$ cat src/sv/kmga_pkg.sv
// shared types and constants of the k-way move gain accumulator
package kmga_pkg;

    // parts in the partition and parts carried on the item
    localparam int NUM_PARTS     = 4;
    localparam int CARRIED_PARTS = 4;
    localparam int USED_PARTS    = (NUM_PARTS < CARRIED_PARTS) ? NUM_PARTS : CARRIED_PARTS;

    // field widths
    localparam int PART_W   = 2;
    localparam int WEIGHT_W = 16;
    localparam int DEG_W    = 10;
    localparam int GAIN_W   = 20;

    localparam logic [GAIN_W-1:0] GAIN_MAX = {GAIN_W{1'b1}};

    typedef logic [DEG_W-1:0]         t_deg;
    typedef logic [GAIN_W-1:0]        t_gain;
    typedef logic [CARRIED_PARTS-1:0] t_part_sel;

    // one net of the cell
    typedef struct packed {
        logic [PART_W-1:0]   src_part;
        logic [WEIGHT_W-1:0] net_wt;
        t_deg                net_cells;
        t_deg                deg_part0;
        t_deg                deg_part1;
        t_deg                deg_part2;
        t_deg                deg_part3;
        logic                last_net;
    } t_net;

    // gains of one cell
    typedef struct packed {
        t_gain gain_part0;
        t_gain gain_part1;
        t_gain gain_part2;
        t_gain gain_part3;
    } t_gains;

    // decode result: which accumulator takes the weight
    typedef struct packed {
        t_part_sel add_sel;
    } t_net_hit;

endpackage

$ cat src/sv/kmga_net_if.sv
// valid/ready channel carrying one net request
interface kmga_net_if;
    logic          valid;
    logic          ready;
    kmga_pkg::t_net data;

    modport source (output valid, output data, input ready);
    modport sink   (input valid, input data, output ready);
endinterface

$ cat src/sv/kmga_gain_if.sv
// valid/ready channel carrying one gain request
interface kmga_gain_if;
    logic            valid;
    logic            ready;
    kmga_pkg::t_gains data;

    modport source (output valid, output data, input ready);
    modport sink   (input valid, input data, output ready);
endinterface

$ cat src/sv/kway_move_gain_accumulator.sv
// k-way move gain accumulator top level
// an accepted last net passes the input register and then the output register on its way to o_gain
// throughput: one net request per cycle, set by the combinational add into the accumulators
// only a last net waits, and only while the output register is full and not taken
// reset (synchronous, active low) empties both registers and clears all gains to zero
module kway_move_gain_accumulator (
    input  logic          i_clk,
    input  logic          i_rst_n,
    kmga_net_if.sink      i_net,
    kmga_gain_if.source   o_gain
);

    kmga_pkg::t_net     r_net;
    logic               r_in_vld;
    kmga_pkg::t_gain    r_acc [kmga_pkg::CARRIED_PARTS];
    kmga_pkg::t_gain    n_acc [kmga_pkg::CARRIED_PARTS];
    kmga_pkg::t_gains   r_out;
    logic               r_out_vld;
    kmga_pkg::t_net_hit w_hit;
    logic               w_out_free;
    logic               w_advance;

    // target part of the registered net
    kmga_net_decode u_decode (
        .i_net (r_net),
        .o_hit (w_hit)
    );

    // flow control: only a last net needs room in the output register
    assign w_out_free  = !r_out_vld || o_gain.ready;
    assign w_advance   = r_in_vld && (!r_net.last_net || w_out_free);
    assign i_net.ready = !r_in_vld || w_advance;

    // input register
    always_ff @(posedge i_clk) begin
        if (!i_rst_n) begin
            r_in_vld <= 1'b0;
        end else if (i_net.ready) begin
            r_in_vld <= i_net.valid;
        end
    end

    always_ff @(posedge i_clk) begin
        if (i_net.valid && i_net.ready) begin
            r_net <= i_net.data;
        end
    end

    // saturating add of the weight into the selected accumulator
    always_comb begin
        logic [kmga_pkg::GAIN_W:0] sum;
        for (int p = 0; p < kmga_pkg::CARRIED_PARTS; p++) begin
            sum = {1'b0, r_acc[p]} + (kmga_pkg::GAIN_W + 1)'(r_net.net_wt);
            if (!w_hit.add_sel[p]) begin
                n_acc[p] = r_acc[p];
            end else if (sum[kmga_pkg::GAIN_W]) begin
                n_acc[p] = kmga_pkg::GAIN_MAX;
            end else begin
                n_acc[p] = sum[kmga_pkg::GAIN_W-1:0];
            end
        end
    end

    // accumulators, cleared once a cell's gains are handed over
    always_ff @(posedge i_clk) begin
        if (!i_rst_n) begin
            for (int p = 0; p < kmga_pkg::CARRIED_PARTS; p++) begin
                r_acc[p] <= '0;
            end
        end else if (w_advance) begin
            for (int p = 0; p < kmga_pkg::CARRIED_PARTS; p++) begin
                r_acc[p] <= r_net.last_net ? '0 : n_acc[p];
            end
        end
    end

    // output register
    always_ff @(posedge i_clk) begin
        if (!i_rst_n) begin
            r_out_vld <= 1'b0;
        end else if (w_out_free) begin
            r_out_vld <= w_advance && r_net.last_net;
        end
    end

    always_ff @(posedge i_clk) begin
        if (w_advance && r_net.last_net) begin
            r_out.gain_part0 <= n_acc[0];
            r_out.gain_part1 <= n_acc[1];
            r_out.gain_part2 <= n_acc[2];
            r_out.gain_part3 <= n_acc[3];
        end
    end

    assign o_gain.valid = r_out_vld;
    assign o_gain.data  = r_out;

    // at most one accumulator takes a net
    a_one_target: assert property (@(posedge i_clk) disable iff (!i_rst_n)
        r_in_vld |-> $onehot0(w_hit.add_sel))
        else $error("net weight routed to more than one part");

    // a net is held back only behind a full, untaken output
    a_stall_cause: assert property (@(posedge i_clk) disable iff (!i_rst_n)
        (r_in_vld && !w_advance) |-> (r_net.last_net && r_out_vld && !o_gain.ready))
        else $error("net held without an output stall");

    // a finished cell leaves clear accumulators and a pending gain request
    a_cell_done: assert property (@(posedge i_clk) disable iff (!i_rst_n)
        (w_advance && r_net.last_net) |=>
            (r_out_vld && r_acc[0] == '0 && r_acc[1] == '0 &&
             r_acc[2] == '0 && r_acc[3] == '0))
        else $error("gains not handed over or accumulators not cleared");

endmodule

$ cat src/sv/kmga_net_decode.sv
// works out which part accumulator a net's weight goes to
module kmga_net_decode (
    input  kmga_pkg::t_net     i_net,
    output kmga_pkg::t_net_hit o_hit
);

    kmga_pkg::t_deg                     w_deg [kmga_pkg::CARRIED_PARTS];
    kmga_pkg::t_deg                     w_home_deg;
    kmga_pkg::t_deg                     w_rest;
    kmga_pkg::t_part_sel                w_match;
    kmga_pkg::t_part_sel                w_first;
    kmga_pkg::t_part_sel                w_home_sel;
    logic                               w_home_used;

    // degrees as an array indexed by part
    assign w_deg[0] = i_net.deg_part0;
    assign w_deg[1] = i_net.deg_part1;
    assign w_deg[2] = i_net.deg_part2;
    assign w_deg[3] = i_net.deg_part3;

    assign w_home_deg  = w_deg[i_net.src_part];
    assign w_rest      = i_net.net_cells - kmga_pkg::DEG_W'(1);
    assign w_home_used = ({1'b0, i_net.src_part} <
                          (kmga_pkg::PART_W + 1)'(kmga_pkg::USED_PARTS));

    // parts other than home holding all remaining cells
    always_comb begin
        for (int p = 0; p < kmga_pkg::CARRIED_PARTS; p++) begin
            w_match[p] = (p < kmga_pkg::USED_PARTS) &&
                         (kmga_pkg::PART_W'(p) != i_net.src_part) &&
                         (w_deg[p] == w_rest);
            w_home_sel[p] = (kmga_pkg::PART_W'(p) == i_net.src_part);
        end
    end

    // keep the lowest matching part
    always_comb begin
        logic found;
        found   = 1'b0;
        w_first = '0;
        for (int p = 0; p < kmga_pkg::CARRIED_PARTS; p++) begin
            if (w_match[p] && !found) begin
                w_first[p] = 1'b1;
                found      = 1'b1;
            end
        end
    end

    // moving out leaves the net uncut, or staying keeps it uncut
    always_comb begin
        o_hit.add_sel = '0;
        if (w_home_used) begin
            if (w_home_deg == kmga_pkg::DEG_W'(1)) begin
                if (i_net.net_cells != '0) begin
                    o_hit.add_sel = w_first;
                end
            end else if (w_home_deg == i_net.net_cells) begin
                o_hit.add_sel = w_home_sel;
            end
        end
    end

endmodule

$ cat src/flat_wrapper.sv
// flat-port wrapper written by rule: the top's interface ports become plain ports
module kway_move_gain_accumulator_flat 
  (i_clk, i_rst_n, i_net_valid, i_net_data, i_net_ready, o_gain_valid, o_gain_data, o_gain_ready);
  kmga_net_if i_net_i ();
  kmga_gain_if o_gain_i ();
  input  logic i_clk;
  input  logic i_rst_n;
  input wire logic [$bits(i_net_i.valid)-1:0] i_net_valid;
  input wire logic [$bits(i_net_i.data)-1:0] i_net_data;
  output wire logic [$bits(i_net_i.ready)-1:0] i_net_ready;
  output wire logic [$bits(o_gain_i.valid)-1:0] o_gain_valid;
  output wire logic [$bits(o_gain_i.data)-1:0] o_gain_data;
  input wire logic [$bits(o_gain_i.ready)-1:0] o_gain_ready;
  assign i_net_i.valid = i_net_valid;
  assign i_net_i.data = i_net_data;
  assign i_net_ready = i_net_i.ready;
  assign o_gain_valid = o_gain_i.valid;
  assign o_gain_data = o_gain_i.data;
  assign o_gain_i.ready = o_gain_ready;
  kway_move_gain_accumulator u_core (.i_clk(i_clk), .i_rst_n(i_rst_n), .i_net(i_net_i), .o_gain(o_gain_i));
endmodule
$ cat config.mk
export PLATFORM = sky130hd
export DESIGN_NAME = kway_move_gain_accumulator_flat
export DESIGN_NICKNAME = d
export VERILOG_FILES = /design/src/sv/kmga_pkg.sv /design/src/sv/kmga_net_if.sv /design/src/sv/kmga_gain_if.sv /design/src/sv/kway_move_gain_accumulator.sv /design/src/sv/kmga_net_decode.sv /design/src/flat_wrapper.sv
export SDC_FILE = /design/constraint.sdc
export NUM_CORES = 1
export LEC_CHECK = 0
export ABC_AREA = 0
export ABC_CLOCK_PERIOD_IN_PS = 6420
export BUFFER_PORTS_ARGS = -buffer_cell sky130_fd_sc_hd__buf_2
export CORE_UTILIZATION = 40
export CTS_BUF_LIST = sky130_fd_sc_hd__clkbuf_8
export CTS_CLUSTER_SIZE = 12
export DETAILED_ROUTE_END_ITERATION = 10
export PLACE_DENSITY_LB_ADDON = 0.15
export SKIP_CTS_REPAIR_TIMING = 1
export SLEW_MARGIN = 20
export SYNTH_ARGS = -nofsm -noshare
export SYNTH_HDL_FRONTEND = slang
export SYNTH_HIERARCHICAL = 1
export SYNTH_SLANG_ARGS = --single-unit
export TNS_END_PERCENT = 5
$ cat constraint.sdc
create_clock -name i_clk -period 6.42 [get_ports i_clk]
set_input_delay 0 -clock i_clk [delete_from_list [all_inputs] [get_ports i_clk]]
set_output_delay 0 -clock i_clk [all_outputs]
set_load 0.1 [all_outputs]
==> results of run 1 <==
-- layer usage --
metal | track usage | routed length (µm)
met1 | 0.276 | 16700
met2 | 0.313 | 16400
met3 | 0.0368 | 1960
met4 | 0.0590 | 813
met5 | 0 | 0
-- cell type report --
class / instances / area, µm²
clock inverters: 30 / 292
flip-flops and latches: 231 / 6920
inverters: 23 / 86.3
repair buffers: 235 / 1560
well taps: 448 / 561
fillers: 3043 / 17100
multi-input cells: 898 / 6520
clock buffers: 43 / 592
-- registers in the layout (all words and copies together), names as in the netlist --
register / flops
u_core/r_net: 69
u_core/o_gain.valid: 1
u_core/r_acc: 80
u_core/o_gain.data: 80
u_core/r_in_vld: 1
-- worst max-delay path, delay by kind of cell, from the launching register on --
family,cells,cell delay [ns]
AO/OA/AOI/OAI,4,1.19
AND/OR/NAND/NOR,5,1.62
flip-flops,1,0.85
multiplexers,1,0.69
-- synthesized netlist by cell type (all sizes together) (7+ instances only) --
| master | instances |
|---|---|
| and3 | 10 |
| o22a | 14 |
| and2 | 56 |
| nand2 | 69 |
| or2 | 7 |
| mux4 | 10 |
| a21o | 19 |
| o31ai | 7 |
| xnor3 | 9 |
| a31oi | 36 |
| inv | 23 |
| nand3 | 22 |
| o21a | 10 |
| clkbuf | 39 |
| a21oi | 103 |
| ha | 65 |
| o21ai | 55 |
| o211ai | 9 |
| or3 | 9 |
| a211oi | 27 |
| xnor2 | 61 |
| edfxtp | 229 |
| nor2b | 16 |
| buf | 11 |
| and4 | 11 |
| nand2b | 9 |
| xor2 | 27 |
| nand4 | 13 |
| nor3 | 25 |
| nor2 | 96 |
| mux2i | 10 |
| o21bai | 12 |
-- worst paths after layout --
check / start / endpoint / slack, ns / depth (start not counted)
worst min register to register: u_core/r_acc[3][0]$_SDFFCE_PP0P_ / u_core/o_gain.data[0]$_DFFE_PP_ / 0.59 / 1
worst min-delay path: i_net_data[52] / u_core/r_net[52]$_DFFE_PP_ / 0.15 / 2
worst max register to register: u_core/r_net[67]$_DFFE_PP_ / u_core/r_acc[3][17]$_SDFFCE_PP0P_ / 1.82 / 10
worst max-delay path: u_core/r_net[67]$_DFFE_PP_ / u_core/r_acc[3][17]$_SDFFCE_PP0P_ / 1.82 / 10
-- kinds of logic (layout without fill, tap and decap cells) --
| kind of cell | Yosys count | in the layout | synth area share |
|---|---|---|---|
| simple gates | 365 | 365 | 0.141 |
| buf+inv | 73 | 331 | 0.0219 |
| mux | 24 | 24 | 0.0287 |
| compound gates | 341 | 341 | 0.163 |
| xor+xnor | 99 | 99 | 0.0746 |
| fa+ha+maj | 69 | 69 | 0.0653 |
| flops | 231 | 231 | 0.505 |
-- per-stage QoR --
step | worst slack (ns) | utilization | total power [mW] | area (µm²) | hold WS [ns]
4_1_cts | 1.85 | 0.470 | 4.01 | 15800 | -0.440
3_3_place_gp | 1.90 | 0.444 | 2.50 | 14900 | 0.176
6_report | 1.82 | 0.491 | 3.99 | 16500 | 0.147
3_5_place_dp | 1.81 | 0.444 | 2.50 | 14900 | 0.178
5_1_grt | 1.45 | 0.491 | 4.18 | 16500 | 0.112
2_1_floorplan | 1.42 | - | 2.34 | 13700 | 0.0989
-- where the power goes --
group | internal [mW] | total, mW | switching [mW]
combinational | 0.270 | 0.692 | 0.422
sequential | 1.74 | 1.82 | 0.0767
clock | 0.866 | 1.48 | 0.618
==> reports/metrics.yaml, run 1 <==
cp.required_ns: 6.74
crit_fanout: 16
worst_slew_pin_slew_ns: 1.01
relSlewSlack: 0.324
num-nets-final: 1572
async_flop_share: 0
crit_chain: "mux4_1 > or4_4 > nor4_4 > o41ai_1 > o31ai_2 > nand2_1 > o21ai_0 > o31ai_1 > or3_1 > and2_1"
areaGrowthSynthToFinish_pct: 20.7
die_y_um: 187
synth-edff-count: 229
core.rowCount: 67
antenna_cells: 0
drtIter0Drc: 678
drc_errors: 0
final_common_cell: "edfxtp_1"
setup-tns-final_ns: 0
synth-main-ff-cell: "edfxtp_1"
cts-buffers-inserted: 41
routed_wirelength_um: 35800
clock.fmax_ghz: 0.218
grt_max_degree: 70
io_pins: 155
slew_viol_final: 0
grt_antenna_before_repair: 0
dp_hpwl_um: 24500
vias: 10400
dieArea_um2: 35000
cts_tree: "built"
outcome: "finished, final reports clean"
antenna_left: 0
grt_use_total: 0.198
clock_sinks: 231
rsz0062_at_grt: "false"
period_needed_ns: 4.60
slowest_stage: "edfxtp_1"
synth_nets: 1344
clk_latency_ns: 0.56
grt_pass1_vias: 9851
ys_warn_count: 6
via_per_inst: 5.43
ir_drop_uv: 209
initial_core_util: 0.407
wl_per_cell_um: 18.8
synth_cells: 1202
holdCritPathClass: "in -> reg"
setup_viol: 0
synth_top_area_frac: 0.503
worstSetupPathType: "reg -> reg"
place_congestion: 0.890
drtPass1Iterations: 5
grt_pass1_wl_um: 54300
final_layout_size_suffix_gt1_frac: 0.178
period_share: 0.716
worstSetupEndpointType: "register"
critical_path_arrival_ns: 4.92
critPathLaunchType: "register"
power.density_nw_per_um2: 242
root_buffer: "clkbuf_8"
dp_cells: 1763
avgSynthCellArea_um2: 11.4
portBuffers: 154
grt_overflow: 0
ys_seq_area_frac: 0.505
fin_skew_ns: 0.0257
h-tree-depth: 2
drv_cap: 0
ys_seq_elements: 231
synth_area_um2: 13700
hold_violations: 0
cpPeakStageDelay_ns: 0.85
yosysTopAreaCell: "edfxtp_1"
ys_types: 87
clk_pin_slew_ns: 0.07
leakagePower_nw: 6.41
die_w_um: 187
final_cell_mix: "edfxtp_1 (229), buf_2 (154), a21oi_1 (103), nor2_1 (95), dlygate4sd3_1 (72)"
clk_path_buf_depth: 3
core_um2: 33600
synthTopCellsByArea: "edfxtp_1 (50%), ha_1 (5.9%), xnor2_1 (3.9%)"
fin_cells: 1908
Note: power is estimated with default switching activity, not from simulation.
==> run 2: changes to the inputs <==
Settings changed: ABC_CLOCK_PERIOD_IN_PS 6420 to 4300.
Clock period 6.42 ns to 4.3 ns, I/O delays scaled along.
==> reports/metrics.yaml, run 2 (same netlist as run 1, synthesis figures left out) <==
holdWs_ns: 0.147
critPathLaunchType: "register"
ir_drop_uv: 303
final_cell_mix: "edfxtp_1 (229), buf_2 (154), a21oi_1 (103), nor2_1 (95), dlygate4sd3_1 (73)"
relSlewSlack: 0.383
final_layout_size_suffix_gt1_frac: 0.186
num-fill-cells: 3086
worstSetupPathType: "reg -> reg"
die_y_um: 187
grt_pass1_vias: 10100
hold_end: "u_core/r_net[45]$_DFFE_PP_"
power.density_nw_per_um2: 349
die_w_um: 187
fin_skew_ns: 0.0206
crit_buf_inv: 0
clk_path_buf_depth: 3
antenna_cells: 0
slowest_stage: "edfxtp_1"
num-nets-final: 1590
drtIter0Drc: 700
fin_area_um2: 16600
grt_busiest_layer: "met2"
drv_cap: 0
setup-tns-final_ns: 0
dp_cells: 1780
wl_per_cell_um: 18.9
clk_latency_ns: 0.56
grt_pass1_wl_um: 56100
place_congestion: 0.890
leakagePower_nw: 6.49
grt_use_total: 0.205
cp.required_ns: 4.62
crit_chain: "mux4_1 > or4b_4 > nor4_4 > o41ai_1 > o31ai_2 > nand2_1 > o21ai_0 > o31ai_1 > or3_1 > and2_1"
routed_wirelength_um: 36400
grt_antenna_before_repair: 0
outcome: "finished, final reports clean"
use_met2: 0.319
portBuffers: 154
slew_viol_final: 0
via_per_inst: 5.40
fin_cells: 1927
hold_violations: 0
worst_slew_pin_slew_ns: 0.926
rr_startpoint: "u_core/r_net[67]$_DFFE_PP_"
critical_path_arrival_ns: 4.44
io_pins: 155
path_delay_family: "simple AND/OR/NAND/NOR gates"
clock.fmax_ghz: 0.243
areaGrowthSynthToFinish_pct: 21.4
holdCritPathClass: "in -> reg"
crit_fanout: 11
setup_viol: 0
initial_core_util: 0.407
cpPeakStageDelay_ns: 0.74
use_met1: 0.290
dp_hpwl_um: 25100
worstSetupEndpointType: "register"
dieArea_um2: 35000
hold_start: "i_net_data[45]"
drc_errors: 0
core_um2: 33600
grt_max_degree: 81
vias: 10400
rr_endpoint: "u_core/r_acc[3][17]$_SDFFCE_PP0P_"
power_mw: 5.80
utilization: 0.494
place_area_um2: 15100
cts-buffers-inserted: 41
antenna_left: 0
core.rowCount: 67
dp_slack_ns: 0.118
rr_worst_depth: 10
clk_pin_slew_ns: 0.06
cts_tree: "built"
h-tree-depth: 2
rrSetupSlack_ns: 0.18
period_share: 0.958
clock_sinks: 231
met3_usage: 0.0340
setup_ws_ns: 0.182
grt_overflow: 0
period_needed_ns: 4.12
final_common_cell: "edfxtp_1"
root_buffer: "clkbuf_8"
rsz0062_at_grt: "true"
min_delay_path_depth: 2
drtPass1Iterations: 5
==> run 2: cell count changes in the layout (fill, tap and decap cells not counted), moves of 2 or more <==
cell / delta
buf_4: +14
bufinv_16: -3
inv_1: +4
buf_12: +2
==> run 2: area by class of cell <==
type | count | area (µm²) | share of cell area
timing repair buffer | 253 | 1730 | 0.104
clock buffer | 43 | 592 | 0.0356
inverter | 23 | 86.3 | 0.00520
tap | 448 | 561 | 0.0337
sequential | 231 | 6920 | 0.416
multi-input combinational | 898 | 6520 | 0.393
clock inverter | 31 | 213 | 0.0128
==> run 2: how the worst max path moves through the flow <==
stage                                      from                                end  cells after the start
2_1_floorplan  u_core/o_gain.valid$_SDFFE_PN0P_    u_core/o_gain.data[0]$_DFFE_PP_                      2
3_3_place_gp         u_core/r_net[67]$_DFFE_PP_  u_core/r_acc[3][17]$_SDFFCE_PP0P_                     10
3_5_place_dp         u_core/r_net[67]$_DFFE_PP_   u_core/o_gain.data[38]$_DFFE_PP_                      9
4_1_cts              u_core/r_net[67]$_DFFE_PP_   u_core/o_gain.data[38]$_DFFE_PP_                      9
5_1_grt              u_core/r_net[67]$_DFFE_PP_  u_core/r_acc[3][17]$_SDFFCE_PP0P_                     10
6_report             u_core/r_net[67]$_DFFE_PP_  u_core/r_acc[3][17]$_SDFFCE_PP0P_                     10
==> run 2: worst reg2reg max path, cell delays in order (launching register included) <==
cell	delay [ns]
edfxtp_1	0.74
mux4_1	0.70
or4b_4	0.57
nor4_4	0.30
o41ai_1	0.19
o31ai_2	0.39
nand2_1	0.19
o21ai_0	0.20
o31ai_1	0.08
or3_1	0.38
and2_1	0.14
==> run 2: per-layer routing <==
layer | part of all wire | wire [µm]
met1 | 0.47 | 17300
met2 | 0.45 | 16400
met3 | 0.049 | 1780
met4 | 0.026 | 947
met5 | 0 | 0
==> run 2: power by group <==
group	switching [mW]	total (mW)	internal [mW]
clock network	0.928	2.04	1.11
registers	0.109	2.71	2.60
logic	0.642	1.05	0.410
==> run 3: changes to the inputs <==
Settings changed: REMOVE_ABC_BUFFERS set to 1.
==> reports/metrics.yaml, run 3 (same netlist as run 1, synthesis figures left out) <==
hold_violations: 0
period_share: 0.960
num-fill-cells: 3093
utilization: 0.494
final_common_cell: "edfxtp_1"
areaGrowthSynthToFinish_pct: 21.3
fin_skew_ns: 0.0367
io_pins: 155
vias: 10500
holdCritPathClass: "in -> reg"
period_needed_ns: 4.13
worstSetupPathType: "reg -> reg"
root_buffer: "clkbuf_8"
place_area_um2: 15100
core_um2: 33600
ir_drop_uv: 233
grt_overflow: 0
drc_errors: 0
grt_pass1_wl_um: 56700
h-tree-depth: 2
crit_fanout: 8
grt_use_total: 0.208
critPathLaunchType: "register"
grt_pass1_vias: 10200
leakagePower_nw: 6.48
rsz0062_at_grt: "true"
rr_worst_depth: 11
dp_hpwl_um: 25600
critical_path_arrival_ns: 4.45
power.density_nw_per_um2: 345
drv_cap: 0
worstSetupEndpointType: "register"
outcome: "finished, final reports clean"
portBuffers: 154
routed_wirelength_um: 36500
holdWs_ns: 0.128
min_delay_path_depth: 2
fin_area_um2: 16600
slew_viol_final: 0
clock.fmax_ghz: 0.242
dieArea_um2: 35000
cts_tree: "built"
place_congestion: 0.896
num-nets-final: 1591
setup_viol: 0
clock_sinks: 231
worst_slew_pin_slew_ns: 0.815
fin_cells: 1930
die_y_um: 187
power_mw: 5.72
relSlewSlack: 0.456
antenna_left: 0
cts-buffers-inserted: 41
via_per_inst: 5.45
die_w_um: 187
clk_pin_slew_ns: 0.06
clk_path_buf_depth: 3
drtIter0Drc: 876
initial_core_util: 0.407
drtPass1Iterations: 6
grt_max_degree: 57
final_layout_size_suffix_gt1_frac: 0.182
wl_per_cell_um: 18.9
grt_antenna_before_repair: 1
cp.required_ns: 4.62
final_cell_mix: "edfxtp_1 (229), buf_2 (154), a21oi_1 (103), nor2_1 (95), dlygate4sd3_1 (73)"
dp_cells: 1781
core.rowCount: 67
clk_latency_ns: 0.59
-- run 3: report_power, final --
group | switching [mW] | internal, mW | total [mW] | leakage [nW]
Combinational | 0.648 | 0.411 | 1.06 | 3.75
Sequential | 0.103 | 2.60 | 2.70 | 2.29
Clock | 0.935 | 1.02 | 1.96 | 0.444
Total | 1.69 | 4.03 | 5.72 | 6.48
-- run 3: area by class of cell --
cell class / count / area [µm²] / area share
Antenna cell: 1 / 2.50 / 0.000151
Clock inverter: 34 / 210 / 0.0127
Tap cell: 448 / 561 / 0.0338
Timing Repair Buffer: 254 / 1730 / 0.104
Multi-Input combinational cell: 898 / 6530 / 0.393
Inverter: 23 / 86.3 / 0.00520
Clock buffer: 41 / 564 / 0.0340
Sequential cell: 231 / 6920 / 0.417
-- run 3: through the flow --
| stage | setup TNS [ns] | setup slack (ns) |
|---|---|---|
| after CTS | 0 | 0.200 |
| after floorplan | -169.76 | -1.86 |
| final | 0 | 0.170 |
| after global routing | -0.0435 | -0.0435 |
| after global placement | 0 | 0.288 |
| after detailed placement | 0 | 0.227 |
-- run 3: layer usage --
metal / GRT usage / part of all wire / up-vias / routed length (µm)
met3: 0.0364 / 0.053 / 71 / 1940
met5: 0 / 0 / - / 0
met4: 0.0690 / 0.027 / 0 / 1000
li1: - / - / 5136 / -
met2: 0.321 / 0.45 / 300 / 16300
met1: 0.295 / 0.47 / 5012 / 17200
-- run 3: worst max-delay path: stages, from the launching register on --
cell and delay [ns]:
edfxtp_1 0.66, mux4_1 0.70, or4_4 0.53, nor4_4 0.35, o41ai_1 0.14, buf_4 0.17
o31ai_4 0.35, nand2_1 0.18, o21ai_0 0.19, o31ai_1 0.08, or3_1 0.39, and2_1 0.15
-- run 3: path summary, 6_finish.rpt --
check,to,slack [ns],start
max,u_core/r_acc[3][17]$_SDFFCE_PP0P_,0.17,u_core/r_net[67]$_DFFE_PP_
min reg2reg,u_core/o_gain.data[14]$_DFFE_PP_,0.61,u_core/r_acc[3][14]$_SDFFCE_PP0P_
max reg2reg,u_core/r_acc[3][17]$_SDFFCE_PP0P_,0.17,u_core/r_net[67]$_DFFE_PP_
min,u_core/r_net[54]$_DFFE_PP_,0.13,i_net_data[54]
